## config.mk

```make
export PLATFORM = sky130hd
export DESIGN_NAME = tsr_front
export DESIGN_NICKNAME = d
export VERILOG_FILES = /design/src/rtl/tsr_pkg.sv /design/src/rtl/tsr_divider.sv /design/src/rtl/tsr_front.sv
export SDC_FILE = /design/constraint.sdc
export NUM_CORES = 1
export LEC_CHECK = 0
export ABC_AREA = 1
export BUFFER_PORTS_ARGS = -buffer_cell sky130_fd_sc_hd__buf_2
export CAP_MARGIN = 20
export CORE_ASPECT_RATIO = 1.25
export CORE_UTILIZATION = 60
export CTS_BUF_LIST = sky130_fd_sc_hd__clkbuf_2
export DETAILED_ROUTE_END_ITERATION = 7
export PLACE_DENSITY = 0.9
export SYNTH_ARGS = -nofsm -noshare
export SYNTH_HDL_FRONTEND = slang
export SYNTH_HIERARCHICAL = 1
export SYNTH_SLANG_ARGS = --single-unit
export TNS_END_PERCENT = 100
```

## constraint.sdc

```tcl
create_clock -name clock -period 11.4 [get_ports clock]
set_clock_uncertainty 0.1 [all_clocks]
set_input_delay 1.14 -clock clock [delete_from_list [all_inputs] [get_ports clock]]
set_output_delay 1.14 -clock clock [all_outputs]
set_load 0.005 [all_outputs]
```

## src/rtl/tsr_pkg.sv

```systemverilog
// shared constants, types and codes of the triangle span rasteriser
package tsr_pkg;

   localparam int FRAME_WIDTH  = 320;
   localparam int FRAME_HEIGHT = 240;

   localparam int COORD_W = 12;
   localparam int FRAC_W  = 16;
   localparam int CH_W    = 8;
   localparam int PIX_W   = 3 * CH_W;
   localparam int COL_W   = 9;
   localparam int ROW_W   = 8;
   localparam int FUNC_W  = 2;
   localparam int DATA_W  = 32;
   localparam int PADDR_W = 2;

   localparam int DX_W    = COORD_W + 1;
   localparam int DIV_W   = COORD_W + 1;
   localparam int QUO_W   = COORD_W + FRAC_W;
   localparam int SLOPE_W = QUO_W + 1;
   localparam int POS_W   = COORD_W + FRAC_W + 6;
   localparam int XI_W    = POS_W - FRAC_W;
   localparam int YC_W    = COORD_W + 1;
   localparam int BASE_W  = COORD_W + $clog2(FRAME_WIDTH) + 1;

   localparam int MEM_DEPTH = FRAME_WIDTH * FRAME_HEIGHT;
   localparam int MEM_AW    = $clog2(MEM_DEPTH);

   localparam logic [FUNC_W-1:0] FUNC_CLEAR = 2'd0;
   localparam logic [FUNC_W-1:0] FUNC_DRAW  = 2'd1;
   localparam logic [FUNC_W-1:0] FUNC_READ  = 2'd2;

   localparam logic [PADDR_W-1:0] REG_BACKGROUND = 2'd0;
   localparam logic [CH_W-1:0]    BG_RESET       = 8'd100;

   typedef struct packed {
      logic [FUNC_W-1:0]         func;
      logic signed [COORD_W-1:0] x0;
      logic signed [COORD_W-1:0] y0;
      logic signed [COORD_W-1:0] x1;
      logic signed [COORD_W-1:0] y1;
      logic signed [COORD_W-1:0] x2;
      logic signed [COORD_W-1:0] y2;
      logic signed [SLOPE_W-1:0] s_far;
      logic signed [SLOPE_W-1:0] s_up;
      logic signed [SLOPE_W-1:0] s_low;
      logic [PIX_W-1:0]          colour;
      logic [COL_W-1:0]          read_col;
      logic [ROW_W-1:0]          read_row;
   } cmd_type;

endpackage

```

## src/rtl/tsr_divider.sv

```systemverilog
// serial signed divider for edge slopes, one quotient bit per cycle
module tsr_divider (
   input  logic                               clock,
   input  logic                               reset,
   input  logic                               start,
   input  logic signed [tsr_pkg::DX_W-1:0]    dividend,
   input  logic [tsr_pkg::DIV_W-1:0]          divisor,
   output logic                               done,
   output logic signed [tsr_pkg::SLOPE_W-1:0] quotient
);
   localparam int QW    = tsr_pkg::QUO_W;
   localparam int DW    = tsr_pkg::DIV_W;
   localparam int CNT_W = $clog2(QW + 1);

   logic              busy_ff, busy_in;
   logic              done_ff, done_in;
   logic [CNT_W-1:0]  cnt_ff, cnt_in;
   logic [DW-1:0]     rem_ff, rem_in;
   logic [QW-1:0]     quo_ff, quo_in;
   logic [DW-1:0]     dvs_ff, dvs_in;
   logic              neg_ff, neg_in;
   logic [tsr_pkg::DX_W-1:0] mag;
   logic [DW:0]       rem_sh;
   logic [DW:0]       diff;

   always_comb begin
      mag     = dividend[tsr_pkg::DX_W-1] ? -dividend : dividend;
      rem_sh  = {rem_ff, quo_ff[QW-1]};
      diff    = rem_sh - {1'b0, dvs_ff};
      busy_in = busy_ff;
      done_in = 1'b0;
      cnt_in  = cnt_ff;
      rem_in  = rem_ff;
      quo_in  = quo_ff;
      dvs_in  = dvs_ff;
      neg_in  = neg_ff;
      if (start) begin
         busy_in = 1'b1;
         cnt_in  = CNT_W'(QW);
         rem_in  = '0;
         quo_in  = {mag[tsr_pkg::COORD_W-1:0], {tsr_pkg::FRAC_W{1'b0}}};
         dvs_in  = divisor;
         neg_in  = dividend[tsr_pkg::DX_W-1];
      end else if (busy_ff) begin
         rem_in = diff[DW] ? rem_sh[DW-1:0] : diff[DW-1:0];
         quo_in = {quo_ff[QW-2:0], ~diff[DW]};
         cnt_in = cnt_ff - 1'b1;
         if (cnt_ff == CNT_W'(1)) begin
            busy_in = 1'b0;
            done_in = 1'b1;
         end
      end
   end

   always_ff @(posedge clock) begin
      if (reset) begin
         busy_ff <= 1'b0;
         done_ff <= 1'b0;
      end else begin
         busy_ff <= busy_in;
         done_ff <= done_in;
      end
      cnt_ff <= cnt_in;
      rem_ff <= rem_in;
      quo_ff <= quo_in;
      dvs_ff <= dvs_in;
      neg_ff <= neg_in;
   end

   assign done     = done_ff;
   assign quotient = neg_ff ? -$signed({1'b0, quo_ff}) : $signed({1'b0, quo_ff});

endmodule

```

## src/rtl/tsr_front.sv

```systemverilog
// front end: takes words, sorts vertices, works out the three slopes of a draw
module tsr_front (
   input  logic                              clock,
   input  logic                              reset,
   input  logic                              push,
   output logic                              full,
   input  logic [tsr_pkg::FUNC_W-1:0]        func,
   input  logic signed [tsr_pkg::COORD_W-1:0] ax,
   input  logic signed [tsr_pkg::COORD_W-1:0] ay,
   input  logic signed [tsr_pkg::COORD_W-1:0] bx,
   input  logic signed [tsr_pkg::COORD_W-1:0] by,
   input  logic signed [tsr_pkg::COORD_W-1:0] cx,
   input  logic signed [tsr_pkg::COORD_W-1:0] cy,
   input  logic [tsr_pkg::PIX_W-1:0]         colour,
   input  logic [tsr_pkg::COL_W-1:0]         read_col,
   input  logic [tsr_pkg::ROW_W-1:0]         read_row,
   output tsr_pkg::cmd_type                  q_data,
   output logic                              q_push,
   input  logic                              q_full
);
   localparam logic [1:0] F_IDLE   = 2'd0;
   localparam logic [1:0] F_DSTART = 2'd1;
   localparam logic [1:0] F_DWAIT  = 2'd2;
   localparam logic [1:0] F_PUSH   = 2'd3;
   localparam logic [1:0] IDX_FAR  = 2'd0;
   localparam logic [1:0] IDX_UP   = 2'd1;
   localparam logic [1:0] IDX_LOW  = 2'd2;

   logic [1:0]       state_ff, state_in;
   logic [1:0]       idx_ff, idx_in;
   tsr_pkg::cmd_type cmd_ff, cmd_in;

   logic signed [tsr_pkg::COORD_W-1:0] x0, y0, x1, y1, x2, y2, t;
   logic signed [tsr_pkg::DX_W-1:0]    dx;
   logic signed [tsr_pkg::DX_W-1:0]    dy;
   logic [tsr_pkg::DIV_W-1:0]          dvs;
   logic                               div_start;
   logic                               div_done;
   logic signed [tsr_pkg::SLOPE_W-1:0] div_q;

   tsr_divider u_div (
      .clock    (clock),
      .reset    (reset),
      .start    (div_start),
      .dividend (dx),
      .divisor  (dvs),
      .done     (div_done),
      .quotient (div_q)
   );

   always_comb begin
      t  = '0;
      x0 = ax; y0 = ay; x1 = bx; y1 = by; x2 = cx; y2 = cy;
      if (y1 > y2) begin
         t = x1; x1 = x2; x2 = t;
         t = y1; y1 = y2; y2 = t;
      end
      if (y0 > y1) begin
         t = x0; x0 = x1; x1 = t;
         t = y0; y0 = y1; y1 = t;
      end
      if (y1 > y2) begin
         t = x1; x1 = x2; x2 = t;
         t = y1; y1 = y2; y2 = t;
      end
   end

   always_comb begin
      case (idx_ff)
         IDX_FAR: begin
            dx = tsr_pkg::DX_W'(cmd_ff.x2) - tsr_pkg::DX_W'(cmd_ff.x0);
            dy = tsr_pkg::DX_W'(cmd_ff.y2) - tsr_pkg::DX_W'(cmd_ff.y0);
         end
         IDX_UP: begin
            dx = tsr_pkg::DX_W'(cmd_ff.x1) - tsr_pkg::DX_W'(cmd_ff.x0);
            dy = tsr_pkg::DX_W'(cmd_ff.y1) - tsr_pkg::DX_W'(cmd_ff.y0);
         end
         default: begin
            dx = tsr_pkg::DX_W'(cmd_ff.x2) - tsr_pkg::DX_W'(cmd_ff.x1);
            dy = tsr_pkg::DX_W'(cmd_ff.y2) - tsr_pkg::DX_W'(cmd_ff.y1);
         end
      endcase
      dvs = dy + 1'b1;
   end

   always_comb begin
      state_in  = state_ff;
      idx_in    = idx_ff;
      cmd_in    = cmd_ff;
      div_start = 1'b0;
      q_push    = 1'b0;
      case (state_ff)
         F_IDLE: begin
            if (push) begin
               cmd_in.func     = func;
               cmd_in.x0       = x0;
               cmd_in.y0       = y0;
               cmd_in.x1       = x1;
               cmd_in.y1       = y1;
               cmd_in.x2       = x2;
               cmd_in.y2       = y2;
               cmd_in.colour   = colour;
               cmd_in.read_col = read_col;
               cmd_in.read_row = read_row;
               idx_in          = IDX_FAR;
               state_in        = (func == tsr_pkg::FUNC_DRAW) ? F_DSTART : F_PUSH;
            end
         end
         F_DSTART: begin
            div_start = 1'b1;
            state_in  = F_DWAIT;
         end
         F_DWAIT: begin
            if (div_done) begin
               case (idx_ff)
                  IDX_FAR: cmd_in.s_far = div_q;
                  IDX_UP:  cmd_in.s_up  = div_q;
                  default: cmd_in.s_low = div_q;
               endcase
               if (idx_ff == IDX_LOW) begin
                  state_in = F_PUSH;
               end else begin
                  idx_in   = idx_ff + 1'b1;
                  state_in = F_DSTART;
               end
            end
         end
         default: begin
            if (!q_full) begin
               q_push   = 1'b1;
               state_in = F_IDLE;
            end
         end
      endcase
   end

   always_ff @(posedge clock) begin
      if (reset) begin
         state_ff <= F_IDLE;
      end else begin
         state_ff <= state_in;
      end
      idx_ff <= idx_in;
      cmd_ff <= cmd_in;
   end

   assign full   = (state_ff != F_IDLE);
   assign q_data = cmd_ff;

endmodule

```

==> results.toml <==
[yosys]
synth_compound_area_share_pct = 10.8
synth_top_area_share_pct = 42.2
synthMuxAreaShare_pct = 0.0612
synthXorXnorAreaFrac_pct = 2.30
ys_types = 54
yosys.area_share.adder_pct = 8.49
netlist_area_sq_um = 16400
ys_seq_area_share_pct = 46.9
syn_nets = 2173
yosysTopAreaCell = "edfxtp_1"
synth_edf_count = 230
synth-seq-cells = 268
synth_top_family_by_area = "simple AND/OR/NAND/NOR gates"
syn-instance-count = 1946
yosys.area_share.simple_pct = 23.1
synth_flop_cell = "edfxtp_1"
syn_area_per_cell_sq_um = 8.41
synthTopCellsByArea = "edfxtp_1 (42%), nand2_1 (11%), ha_1 (7.9%)"
ys_warn_count = 6
ys_async_sr_fraction_pct = 0

[final_layout]
regArea_sq_um = 7670
area_delta_synth_final_pct = 15.5
mostFrequentLayoutCells = "nand2_1 (497), buf_2 (322), inv_1 (281)"
layout_commonest_cell = "nand2_1"
fillers = 2107
drive_above_1_share_pct = 21.5
nets = 2514
stdcell_area_sq_um = 18900
multi_input_area_sq_um = 7350

[timing]
max-slew-margin-rel_pct = 28.3
min_period_ns = 7.62
fmax_mhz = 131
hold_violations = 0
worstMarginPinSlew_ns = 1.08
timing.final.crit_share_pct = 66.8
finalSetupViolCount = 0
maxSlewViolCount = 0
rsz0062_at_grt = "false"
fin_setup_tns_ns = 0

[setup_path]
critPathLaunchType = "primary input"
reg2reg_slack_ns = 6.23
cp_slowest_cell = "nand3_4"
ff2ff_path_depth = 24
cp_common_cell = "nand2_1"
end_kind = "register"
critPathMaxFanout = 77
worstPathArrival_ns = 8.24
cpPeakStageDelay_ns = 0.66
r2r-end = "u_div/quo_ff[25]"
critical_path_required_ns = 12.03
startpoint = "cy[11]"
worstSetupPathType = "in2reg"
worstReg2RegStart = "idx_ff[0]"

[clocking]
path_clk_slew_ns = 0.12
post_cts_buffers = 0
cts_buffers = 61
cts-root-buf = "clkbuf_2"
cts_sinks = 268
hold_buffers = 0
cts_max_path_buffers = 3
cts_resized = 0
clk_latency_ns = 0.94
tritoncts = "built"
htree_levels = 2

[floorplan]
initial_utilization_pct = 61.0
ios = 323
die_area_sq_um = 27900
die_w_um = 150
rows = 67
die_y_um = 187
coreArea_sq_um = 26800

[global_route]
grt_max_degree = 86
grt_pass1_wl_um = 64300
antenna_found_initial = 1
overflow = 0
grt_pass1_vias = 13880
track_usage_pct = 28.5

[placement]
io_buffers = 322
gp_congestion = 0.971
hpwlAfterDp_um = 31100
placed_area_sq_um = 18200

[pwr]
ir_drop_v = 0.000118
p_leak_nw = 9.34
p_per_area_nw_per_um2 = 222

[route]
vias_per_cell = 5.39
post_drt_wl_per_cell_um = 15.0
drc = 0
drtAntennaViolNets = 0
routed_wl_um = 40200
num_vias = 14490
dr.pass1.iters = 5
drt_iter0_drc = 743

[run_status]
status = "finished clean"

[min_path]
whs_endpoint = "q_data[26]"
hold_depth = 1
hold_path_class = "in2reg"
hold_path_startpoint = "colour[9]"

[job]
cap_violations = 0
cell families (layout without fill, tap and decap cells):
| family | Yosys count | count (layout) |
|---|---|---|
| buf+inv | 348 | 742 |
| flops | 268 | 268 |
| xor+xnor | 43 | 43 |
| simple gates | 857 | 857 |
| mux | 1 | 1 |
| other cells | 0 | 1 |
| compound gates | 321 | 321 |
| fa+ha+maj | 108 | 108 |
power breakdown:
part / switching [mW] / internal, mW
Clock: 0.383 / 0.289
Sequential: 0.113 / 1.33
Combinational: 1.36 / 0.733
metal layers:
metal,track usage (%),vias to the layer above,wire [um]
met5,0,-,0
met3,4.60,94,2570
met2,52.0,551,20800
met4,12.3,0,1390
met1,32.4,6593,15500
li1,-,7252,-
registers in the layout, summed over array words and instances (netlist names):
register / count
u_div/neg_ff: 1
q_data: 202
u_div/busy_ff: 1
u_div/done: 1
idx_ff: 2
u_div/quo_ff: 28
u_div/dvs_ff: 13
u_div/rem_ff: 13
u_div/cnt_ff: 5
state_ff: 2
per-stage QoR:
stage	utilization, %	total power, mW	hold WS (ns)	std cells	setup slack [ns]
global placement	68.0	3.43	0.359	2569	3.45
floorplan	-	2.99	0.344	1946	4.77
CTS	70.4	4.20	0.200	2685	3.99
finish	70.4	4.20	0.284	2686	3.78
detailed placement	68.0	3.52	0.373	2569	3.08
global route	70.4	4.55	0.216	2686	2.96
worst max-delay path by stage:
stage	slack (ns)	endpoint
2_1_floorplan	4.77	q_data[0]
3_3_place_gp	3.45	q_data[169]
3_5_place_dp	3.08	q_data[165]
4_1_cts	3.99	q_data[153]
5_1_grt	2.96	q_data[155]
6_report	3.78	q_data[162]
cell usage after synthesis, types with 8 or more instances:
master      n
nand4_1    42
o21ai_0   153
nand2_2     9
a21oi_1    69
o21bai_1    8
nor2_1    125
xnor2_1     8
edfxtp_1  230
nand2_1   497
dfxtp_1    38
xor2_1     35
and2_1     11
nor3_1     15
a211oi_1    8
clkbuf_1   37
o22ai_1    29
inv_1     281
nand3_1   117
nand3_2    13
o21ai_1    21
inv_2      10
a31oi_1    10
ha_1      103
worst max-delay path: cells and delay by family:
| kind | cells | cell delay (ns) |
|---|---|---|
| simple gates | 21 | 2.96 |
| buf+inv | 8 | 1.92 |
| fa+ha+maj | 3 | 1.00 |
| compound gates | 6 | 1.15 |
layout make-up:
| cell class | instances | area share, % |
|---|---|---|
| Timing Repair Buffer | 333 | 8.97 |
| Sequential cell | 268 | 40.6 |
| Inverter | 293 | 5.82 |
| Antenna cell | 1 | 0.0132 |
| Clock buffer | 92 | 2.44 |
| Multi-Input combinational cell | 1330 | 38.9 |
| Tap cell | 345 | 2.28 |
| Clock inverter | 24 | 0.974 |
Note: power is estimated with default switching activity, not from simulation.
