===== config.mk =====
export PLATFORM = sky130hd
export DESIGN_NAME = tsr_queue
export DESIGN_NICKNAME = d
export VERILOG_FILES = /design/src/rtl/tsr_pkg.sv /design/src/rtl/tsr_queue.sv
export SDC_FILE = /design/constraint.sdc
export NUM_CORES = 1
export LEC_CHECK = 0
export ABC_CLOCK_PERIOD_IN_PS = 6900
export BUFFER_PORTS_ARGS = -buffer_cell sky130_fd_sc_hd__buf_4
export CAP_MARGIN = 20
export CORE_MARGIN = 5
export CORE_UTILIZATION = 45
export DETAILED_ROUTE_END_ITERATION = 16
export GPL_ROUTABILITY_DRIVEN = 0
export PLACE_DENSITY_LB_ADDON = 0.3
export SKIP_LAST_GASP = 1
export SLEW_MARGIN = 20
export SYNTH_ARGS = -nofsm -noshare
export SYNTH_HDL_FRONTEND = slang
export SYNTH_SLANG_ARGS = --single-unit

===== constraint.sdc =====
create_clock -name clock -period 6.9 [get_ports clock]
set_clock_uncertainty 0.15 [all_clocks]
set_input_delay 0.69 -clock clock [delete_from_list [all_inputs] [get_ports clock]]
set_output_delay 0.69 -clock clock [all_outputs]
set_load 0.02 [all_outputs]

===== src/rtl/tsr_pkg.sv =====
// shared constants, types and codes of the triangle span rasteriser
package tsr_pkg;

   localparam int FRAME_WIDTH  = 320;
   localparam int FRAME_HEIGHT = 240;

   localparam int COORD_W = 12;
   localparam int FRAC_W  = 16;
   localparam int CH_W    = 8;
   localparam int PIX_W   = 3 * CH_W;
   localparam int COL_W   = 9;
   localparam int ROW_W   = 8;
   localparam int FUNC_W  = 2;
   localparam int DATA_W  = 32;
   localparam int PADDR_W = 2;

   localparam int DX_W    = COORD_W + 1;
   localparam int DIV_W   = COORD_W + 1;
   localparam int QUO_W   = COORD_W + FRAC_W;
   localparam int SLOPE_W = QUO_W + 1;
   localparam int POS_W   = COORD_W + FRAC_W + 6;
   localparam int XI_W    = POS_W - FRAC_W;
   localparam int YC_W    = COORD_W + 1;
   localparam int BASE_W  = COORD_W + $clog2(FRAME_WIDTH) + 1;

   localparam int MEM_DEPTH = FRAME_WIDTH * FRAME_HEIGHT;
   localparam int MEM_AW    = $clog2(MEM_DEPTH);

   localparam logic [FUNC_W-1:0] FUNC_CLEAR = 2'd0;
   localparam logic [FUNC_W-1:0] FUNC_DRAW  = 2'd1;
   localparam logic [FUNC_W-1:0] FUNC_READ  = 2'd2;

   localparam logic [PADDR_W-1:0] REG_BACKGROUND = 2'd0;
   localparam logic [CH_W-1:0]    BG_RESET       = 8'd100;

   typedef struct packed {
      logic [FUNC_W-1:0]         func;
      logic signed [COORD_W-1:0] x0;
      logic signed [COORD_W-1:0] y0;
      logic signed [COORD_W-1:0] x1;
      logic signed [COORD_W-1:0] y1;
      logic signed [COORD_W-1:0] x2;
      logic signed [COORD_W-1:0] y2;
      logic signed [SLOPE_W-1:0] s_far;
      logic signed [SLOPE_W-1:0] s_up;
      logic signed [SLOPE_W-1:0] s_low;
      logic [PIX_W-1:0]          colour;
      logic [COL_W-1:0]          read_col;
      logic [ROW_W-1:0]          read_row;
   } cmd_type;

endpackage


===== src/rtl/tsr_queue.sv =====
// two-entry command queue between front and back
module tsr_queue (
   input  logic             clock,
   input  logic             reset,
   input  logic             push,
   input  tsr_pkg::cmd_type wr_data,
   output logic             full,
   input  logic             pop,
   output tsr_pkg::cmd_type rd_data,
   output logic             empty
);
   tsr_pkg::cmd_type mem_ff [2];
   logic       wr_ptr_ff, rd_ptr_ff;
   logic [1:0] cnt_ff;
   logic       do_push, do_pop;

   assign full    = (cnt_ff == 2'd2);
   assign empty   = (cnt_ff == 2'd0);
   assign do_push = push && !full;
   assign do_pop  = pop && !empty;
   assign rd_data = mem_ff[rd_ptr_ff];

   always_ff @(posedge clock) begin
      if (reset) begin
         wr_ptr_ff <= 1'b0;
         rd_ptr_ff <= 1'b0;
         cnt_ff    <= 2'd0;
      end else begin
         if (do_push) wr_ptr_ff <= ~wr_ptr_ff;
         if (do_pop)  rd_ptr_ff <= ~rd_ptr_ff;
         if (do_push && !do_pop) cnt_ff <= cnt_ff + 1'b1;
         else if (do_pop && !do_push) cnt_ff <= cnt_ff - 1'b1;
      end
      if (do_push) mem_ff[wr_ptr_ff] <= wr_data;
   end

endmodule


==> reports/qor.log, run 1 <==
qor: run_status.outcome finished, final reports clean
qor: global_route.globalRoute.totalOverflow 0
qor: timing.grt_setup_unrepaired no
qor: clock_network.cts_post_setup_buffers_inserted 0
qor: logic_synthesis.netlist.top_cell.by_area edfxtp_1
qor: logic_synthesis.avgSynthCellArea 22.7 um^2
qor: routing.final_antenna_net_count 0
qor: clock_network.clock_input_transition_at_the_sequential_cells_of_the_worst_setup_and_hold_paths 0.06 ns
qor: routing.detailroute.wirelength.met3 4.09 mm
qor: routing.drt_first_iter_violations 322
qor: worst_setup_path.data_arrival_at_the_endpoint_of_the_critical_path 2.54 ns
qor: logic_synthesis.synth_top_area_share 81.7%
qor: timing.pnr_worst_setup_slack 3.52 ns
qor: worst_hold_path.hold_class input pin to flip-flop
qor: floorplan.design.portCount 410
qor: worst_setup_path.path_delay_family buffers and inverters
qor: worst_setup_path.worstPathMaxFanout 70
qor: routing.drc 0
qor: global_route.grt_pass1_wl 46.4 mm
qor: timing.setup_violations 0
qor: worst_setup_path.critical_path.cell_chain buf_4 > mux2_2 > buf_4
qor: placed_design.placement.cell_area 18,300 um^2
qor: clock_network.cts_inserted_buffers 42
qor: worst_setup_path.crit_slowest_cell buf_4
qor: routing.routedLengthMet1 12.0 mm
qor: routing.route.detailed.wl_per_inst 20.3 um
qor: clock_network.clock_sinks 409
qor: worst_setup_path.crit_type flip-flop to primary output
qor: global_route.grt_max_degree 111
qor: logic_synthesis.async_flop_share 0%
qor: timing.period_share 48.9%
qor: worst_setup_path.critical_path_cell_count 3
qor: clock_network.post_cts_resized 0
qor: timing.final-max-slew-violation-count 0
qor: floorplan.number_of_core_rows 66
qor: placed_design.io_buffers 409
qor: logic_synthesis.area_contributors_post_synth edfxtp_1 (82%), mux2_2 (15%), buf_6 (1.4%), dfxtp_1 (0.67%), xor2_1 (0.18%)
qor: clock_network.cts-root-to-sink-buffers 3
qor: layout.stdcell_area 19,600 um^2
qor: layout.final_core_utilization 60.2%
qor: timing.maxSlewHeadroom 31.8%
qor: logic_synthesis.post_synth_edffs 404
qor: worst_setup_path.capture_point_of_the_worst_reg_to_reg_path mem_ff[0][103]
qor: logic_synthesis.synth_warnings 0
qor: routing.dr.pass1.iters 4
qor: clock_network.ctsHtreeMaxLevel 2
qor: logic_synthesis.syn_inst 653
qor: placed_design.post-place-cells 1,488
qor: routing.wl 31.7 mm
qor: routing.num_vias 7,567
qor: timing.final.setup.tns 0 ns
qor: worst_setup_path.required 6.06 ns
qor: worst_setup_path.timing.critical_path.slowest_cell_delay 0.77 ns
qor: worst_setup_path.critical_path.most_common_cell buf_4
qor: power.p_per_area 381 nW/um^2
qor: worst_setup_path.rr_worst_depth 4
qor: logic_synthesis.ys_seq_elements 409
qor: worst_setup_path.category_of_the_worst_setup_path_capture_point primary output
qor: global_route.grt_antenna_before_repair 0
qor: floorplan.dieHeight 192 um
qor: logic_synthesis.synth_most_common_cell edfxtp_1
qor: logic_synthesis.postSynthNetCount 860
qor: layout.antenna_diodes 0
qor: logic_synthesis.cell_area_synth 14,900 um^2
qor: flow_run.maxCapViolCount 0
qor: worst_setup_path.critPathLaunchType flip-flop
qor: floorplan.start_util 45.6%
qor: global_route.grt_pass1_vias 8,049
qor: clock_network.cts_root_buf clkbuf_16
qor: logic_synthesis.yosys.cell_types.count 15
qor: power.p_leak 7.23 nW
qor: floorplan.core_region_area 32,500 um^2
qor: layout.final_layout_size_suffix_gt1_share 60.1%
qor: worst_setup_path.worst_r2r_startpoint cnt_ff[0]
qor: logic_synthesis.netlist_top_cells_count edfxtp_1 (404), mux2_2 (202), buf_6 (18)
qor: clock_network.post_cts_hold_buffer_count 0
qor: logic_synthesis.postSynth.topFlopCell edfxtp_1
qor: power.report.power.total 7.47 mW
qor: layout.num-nets-final 1,297
qor: worst_setup_path.r2r_slack 4.02 ns
qor: timing.whs 0.205 ns
qor: layout.final_cells 1,565
qor: clock_network.worst_skew_pair.late_latency 0.51 ns
qor: timing.final_period_minus_worst_setup_slack 3.38 ns
qor: floorplan.fp.dieArea 36,700 um^2
qor: routing.routed-wl-met2 15.3 mm
qor: placed_design.placement.setup.worst_slack 3.67 ns
qor: power.vdd_drop_max 0.314 mV
qor: routing.vias_per_cell 4.84
qor: timing.final-hold-violation-count 0
qor: clock_network.tritoncts_clock_tree built
qor: placed_design.hpwl 21.3 mm
qor: layout.area_growth_syn_to_layout 31.9%
qor: worst_setup_path.endpoint rd_data[49]
qor: routing.highest_layer met4
qor: timing.tightest_slew 1.02 ns
qor: timing.top_achievable_clock_speed 0.296 GHz
qor: worst_setup_path.critical_path_buf_inv_count 2
qor: global_route.grt.total_usage 16.5%
qor: floorplan.dieWidth 192 um
qor: logic_synthesis.yosysSeqAreaShare 82.4%
-- per-layer routing --
metal	vias up	track usage (%)
met2	319	27.3
li1	3488	-
met5	-	0
met4	0	3.40
met1	3726	19.5
met3	34	8.32
-- power by group --
part           internal, mW  switching [mW]
registers              3.12          0.0836
clock network          1.19           0.859
logic                 0.976            1.24
total                  5.29            2.18
-- placed cells by master, fill, tap and decap left out --
| cell type | count |
|---|---|
| a21oi_1 | 2 |
| and2_4 | 1 |
| buf_12 | 2 |
| buf_4 | 413 |
| clkbuf_1 | 12 |
| clkbuf_16 | 45 |
| clkinv_1 | 11 |
| clkinv_2 | 8 |
| clkinvlp_4 | 1 |
| dfxtp_1 | 4 |
| dfxtp_4 | 1 |
| edfxtp_1 | 404 |
| ha_1 | 1 |
| inv_1 | 1 |
| inv_8 | 1 |
| mux2_2 | 202 |
| nor2_1 | 5 |
| nor2b_2 | 1 |
| o21ai_0 | 3 |
| or3_1 | 2 |
| xor2_1 | 3 |
-- worst min-delay path by stage --
stage / from / to / slack [ns] / cells after the start
after floorplan: wr_ptr_ff / wr_ptr_ff / 0.30 / 2
after global routing: wr_data[189] / mem_ff[0][189] / 0.18 / 1
after detailed placement: wr_ptr_ff / wr_ptr_ff / 0.35 / 2
after global placement: wr_ptr_ff / wr_ptr_ff / 0.32 / 2
after CTS: wr_data[54] / mem_ff[1][54] / 0.17 / 1
final: wr_data[169] / mem_ff[1][169] / 0.21 / 1
-- layout make-up --
type | count | area (um^2)
Tap cell | 442 | 553
Clock buffer | 57 | 1170
Multi-Input combinational cell | 220 | 2390
Clock inverter | 20 | 88.8
Timing Repair Buffer | 415 | 3140
Sequential cell | 409 | 12200
Inverter | 2 | 15.0
Fill cell | 2477 | 12900
-- flip-flops by register name (all words and copies together), names as in the netlist, named ones only --
signal and flops:
mem_ff 404, cnt_ff 2, wr_ptr_ff 1, rd_ptr_ff 1
-- cells by family after synthesis --
group / Yosys count / share of synthesized area (%)
xor gates and xnor gates: 3 / 0.177
muxes: 202 / 15.3
adders and majority gates: 1 / 0.0842
DFF: 409 / 82.4
and+or+nand+nor: 9 / 0.312
AOI/OAI and AO/OA: 5 / 0.168
buffers and inverters: 24 / 1.58
(Power assumes the default switching activity.)
==> inputs of run 2 (changes only) <==
--- a/config.mk
+++ b/config.mk
@@ -5,7 +5,7 @@
 export SDC_FILE = /design/constraint.sdc
 export NUM_CORES = 1
 export LEC_CHECK = 0
-export ABC_CLOCK_PERIOD_IN_PS = 6900
+export ABC_CLOCK_PERIOD_IN_PS = 2800
 export BUFFER_PORTS_ARGS = -buffer_cell sky130_fd_sc_hd__buf_4
 export CAP_MARGIN = 20
 export CORE_MARGIN = 5
==> constraint.sdc (replaced) <==
create_clock -name clock -period 2.8 [get_ports clock]
set_clock_uncertainty 0.15 [all_clocks]
set_input_delay 0.28 -clock clock [delete_from_list [all_inputs] [get_ports clock]]
set_output_delay 0.28 -clock clock [all_outputs]
set_load 0.02 [all_outputs]
==> reports/qor.log, run 2 (synthesized netlist as in run 1, its figures left out) <==
qor: run_status.outcome finished, final reports clean
qor: layout.num-nets-final 1,523 [+17%]
qor: timing.grt_setup_unrepaired no
qor: floorplan.number_of_core_rows 66 [unchanged]
qor: timing.tightest_slew 0.496 ns [-0.527 ns]
qor: timing.top_achievable_clock_speed 0.402 GHz
qor: timing.setup_violations 0 [unchanged]
qor: layout.final_cells 1,788 [+14%]
qor: layout.fillCellCount 2,091 [-16%]
qor: global_route.grt.total_usage 18.6% [+2.2 points]
qor: worst_setup_path.crit_type flip-flop to primary output
qor: layout.max_flop_register mem_ff
qor: power.fraction_of_power_consumed_by_sequential_logic 42.1% [-0.9 points]
qor: timing.maxSlewHeadroom 66.9% [+35 points]
qor: layout.stdcell_area 21,900 um^2 [+12%]
qor: floorplan.dieHeight 192 um [unchanged]
qor: clock_network.clock_input_transition_at_the_sequential_cells_of_the_worst_setup_and_hold_paths 0.06 ns [about the same]
qor: routing.vias_per_cell 4.80 [-0.69%]
qor: power.cell_internal_pwr 13.3 mW [+150%]
qor: power.power.share.combinational 31.7% [+2.1 points]
qor: worst_setup_path.worstPathMaxFanout 26 [-63%]
qor: layout.commonest_cells_after_routing_fill_and_taps_aside buf_4 (427), edfxtp_1 (404), dlygate4sd3_1 (203)
qor: clock_network.cts-root-to-sink-buffers 3 [unchanged]
qor: clock_network.clock_sinks 409 [unchanged]
qor: layout.area_growth_syn_to_layout 47.4%
qor: floorplan.design.portCount 410 [unchanged]
qor: worst_setup_path.category_of_the_worst_setup_path_capture_point primary output
qor: worst_setup_path.required 2.37 ns [-3.69 ns]
qor: routing.drc 0 [unchanged]
qor: clock_network.cts_post_setup_buffers_inserted 0 [unchanged]
qor: timing.whs 0.0303 ns [-0.175 ns]
qor: power.p_per_area 860 nW/um^2 [+130%]
qor: timing.final-hold-violation-count 0 [unchanged]
qor: routing.routed-wl-met2 18.0 mm [+18%]
qor: layout.mostFrequentLayoutCell buf_4
qor: global_route.globalRoute.totalOverflow 0 [unchanged]
qor: timing.final-max-slew-violation-count 0 [unchanged]
qor: floorplan.fp.dieArea 36,700 um^2 [unchanged]
qor: routing.detailroute.wirelength.met3 3.76 mm [-7.9%]
qor: routing.highest_layer met4
qor: worst_hold_path.hold_class input pin to flip-flop
qor: layout.largest_reg_flops 404 [unchanged]
qor: worst_setup_path.critPathLaunchType flip-flop
qor: routing.num_vias 8,586 [+13%]
qor: routing.wl 35.1 mm [+11%]
qor: global_route.grt_pass1_vias 9,426 [+17%]
qor: layout.final_layout_size_suffix_gt1_share 51.9% [-8.2 points]
qor: global_route.grt_pass1_wl 52.9 mm [+14%]
qor: placed_design.io_buffers 409 [unchanged]
qor: routing.route.detailed.wl_per_inst 19.6 um [-3.1%]
qor: clock_network.tritoncts_clock_tree built
qor: placed_design.placement.cell_area 18,700 um^2 [+1.8%]
qor: timing.final_period_minus_worst_setup_slack 2.49 ns
qor: floorplan.core_region_area 32,500 um^2 [unchanged]
qor: layout.top_regs mem_ff (404), cnt_ff (2)
qor: clock_network.cts_root_buf clkbuf_16
qor: power.netSwitchingPower 5.52 mW [+150%]
qor: timing.final.setup.tns 0 ns [unchanged]
qor: clock_network.cts_inserted_buffers 40 [-4.8%]
qor: routing.dr.pass1.iters 5 [+1]
qor: routing.final_antenna_net_count 0 [unchanged]
qor: power.clkPwrFrac 26.2% [-1.2 points]
qor: placed_design.hpwl 22.0 mm [+2.9%]
qor: routing.drt_first_iter_violations 321 [-0.31%]
qor: power.netSwitchingFraction 29.3% [+0.14 points]
qor: clock_network.post_cts_resized 0 [unchanged]
qor: floorplan.start_util 45.6% [unchanged]
qor: floorplan.dieWidth 192 um [unchanged]
qor: flow_run.maxCapViolCount 0 [unchanged]
qor: layout.antenna_diodes 0 [unchanged]
qor: layout.final_core_utilization 67.3% [+7.1 points]
qor: clock_network.worst_skew_pair.late_latency 0.51 ns [about the same]
qor: global_route.grt_antenna_before_repair 0 [unchanged]
qor: worst_setup_path.data_arrival_at_the_endpoint_of_the_critical_path 2.06 ns [-0.48 ns]
qor: clock_network.ctsHtreeMaxLevel 2 [unchanged]
qor: routing.routedLengthMet1 12.6 mm [+4.9%]
qor: clock_network.post_cts_hold_buffer_count 203 [+203]
qor: global_route.grt_max_degree 79 [-29%]
qor: power.vdd_drop_max 0.632 mV [+100%]
qor: placed_design.post-place-cells 1,513 [+1.7%]
qor: timing.period_share 88.9%
qor: power.p_leak 8.20 nW [+13%]
[run 2: cell count changes in the layout (fill, tap and decap cells not counted), sizes merged]
| cell | previous run | this run |
|---|---|---|
| buf | 415 | 440 |
| bufinv | 0 | 1 |
| clkbuf | 57 | 58 |
| clkinv | 19 | 9 |
| clkinvlp | 1 | 2 |
| dlygate4sd3 | 0 | 203 |
| inv | 2 | 4 |
[run 2: worst max-delay path: stages (launching register included)]
cell and delay [ns]:
dfxtp_4 0.67, buf_4 0.32, mux2_2 0.38, buf_4 0.16
[run 2: per-layer routing]
layer,track usage [%],vias up
met3,7.52,54
met2,33.0,368
met4,5.11,0
met1,20.8,4229
li1,-,3935
met5,0,-
[run 2: power groups by stage]
stage	sequential, mW	clock [mW]	combinational, mW
2_1_floorplan	8.02	0	3.41
3_3_place_gp	8.01	0	5.72
3_5_place_dp	8.05	0	5.73
4_1_cts	7.92	5.02	6.00
5_1_grt	8.00	5.35	6.30
6_report	7.93	4.92	5.96
[run 2: layout make-up]
type                       instances  area [um^2]  area share [%]
inverter                           2         11.3          0.0514
sequential                       409        12200            55.9
multi-input combinational        220         2400            11.0
tap                              442          553            2.53
clock buffer                      58         1090            4.98
timing repair buffer             643         5500            25.1
clock inverter                    14          101           0.463
[run 2: worst paths after layout]
path | startpoint | endpoint | slack, ns | cells after the start
setup / recovery | flip-flop | rd_data[162] | 0.31 | 3
hold / removal | push | wr_ptr_ff | 0.03 | 4
setup reg to reg | cnt_ff[1] | mem_ff[0][24] | 0.73 | 4
hold reg to reg | cnt_ff[1] | cnt_ff[1] | 0.35 | 2
[run 2: metrics by stage]
stage | setup WS, ns | total power [mW]
final | 0.310 | 18.8
after global routing | 0.215 | 19.7
after CTS | 0.266 | 19.0
after detailed placement | 0.719 | 13.8
after global placement | 0.748 | 13.7
after floorplan | -1.46 | 11.4
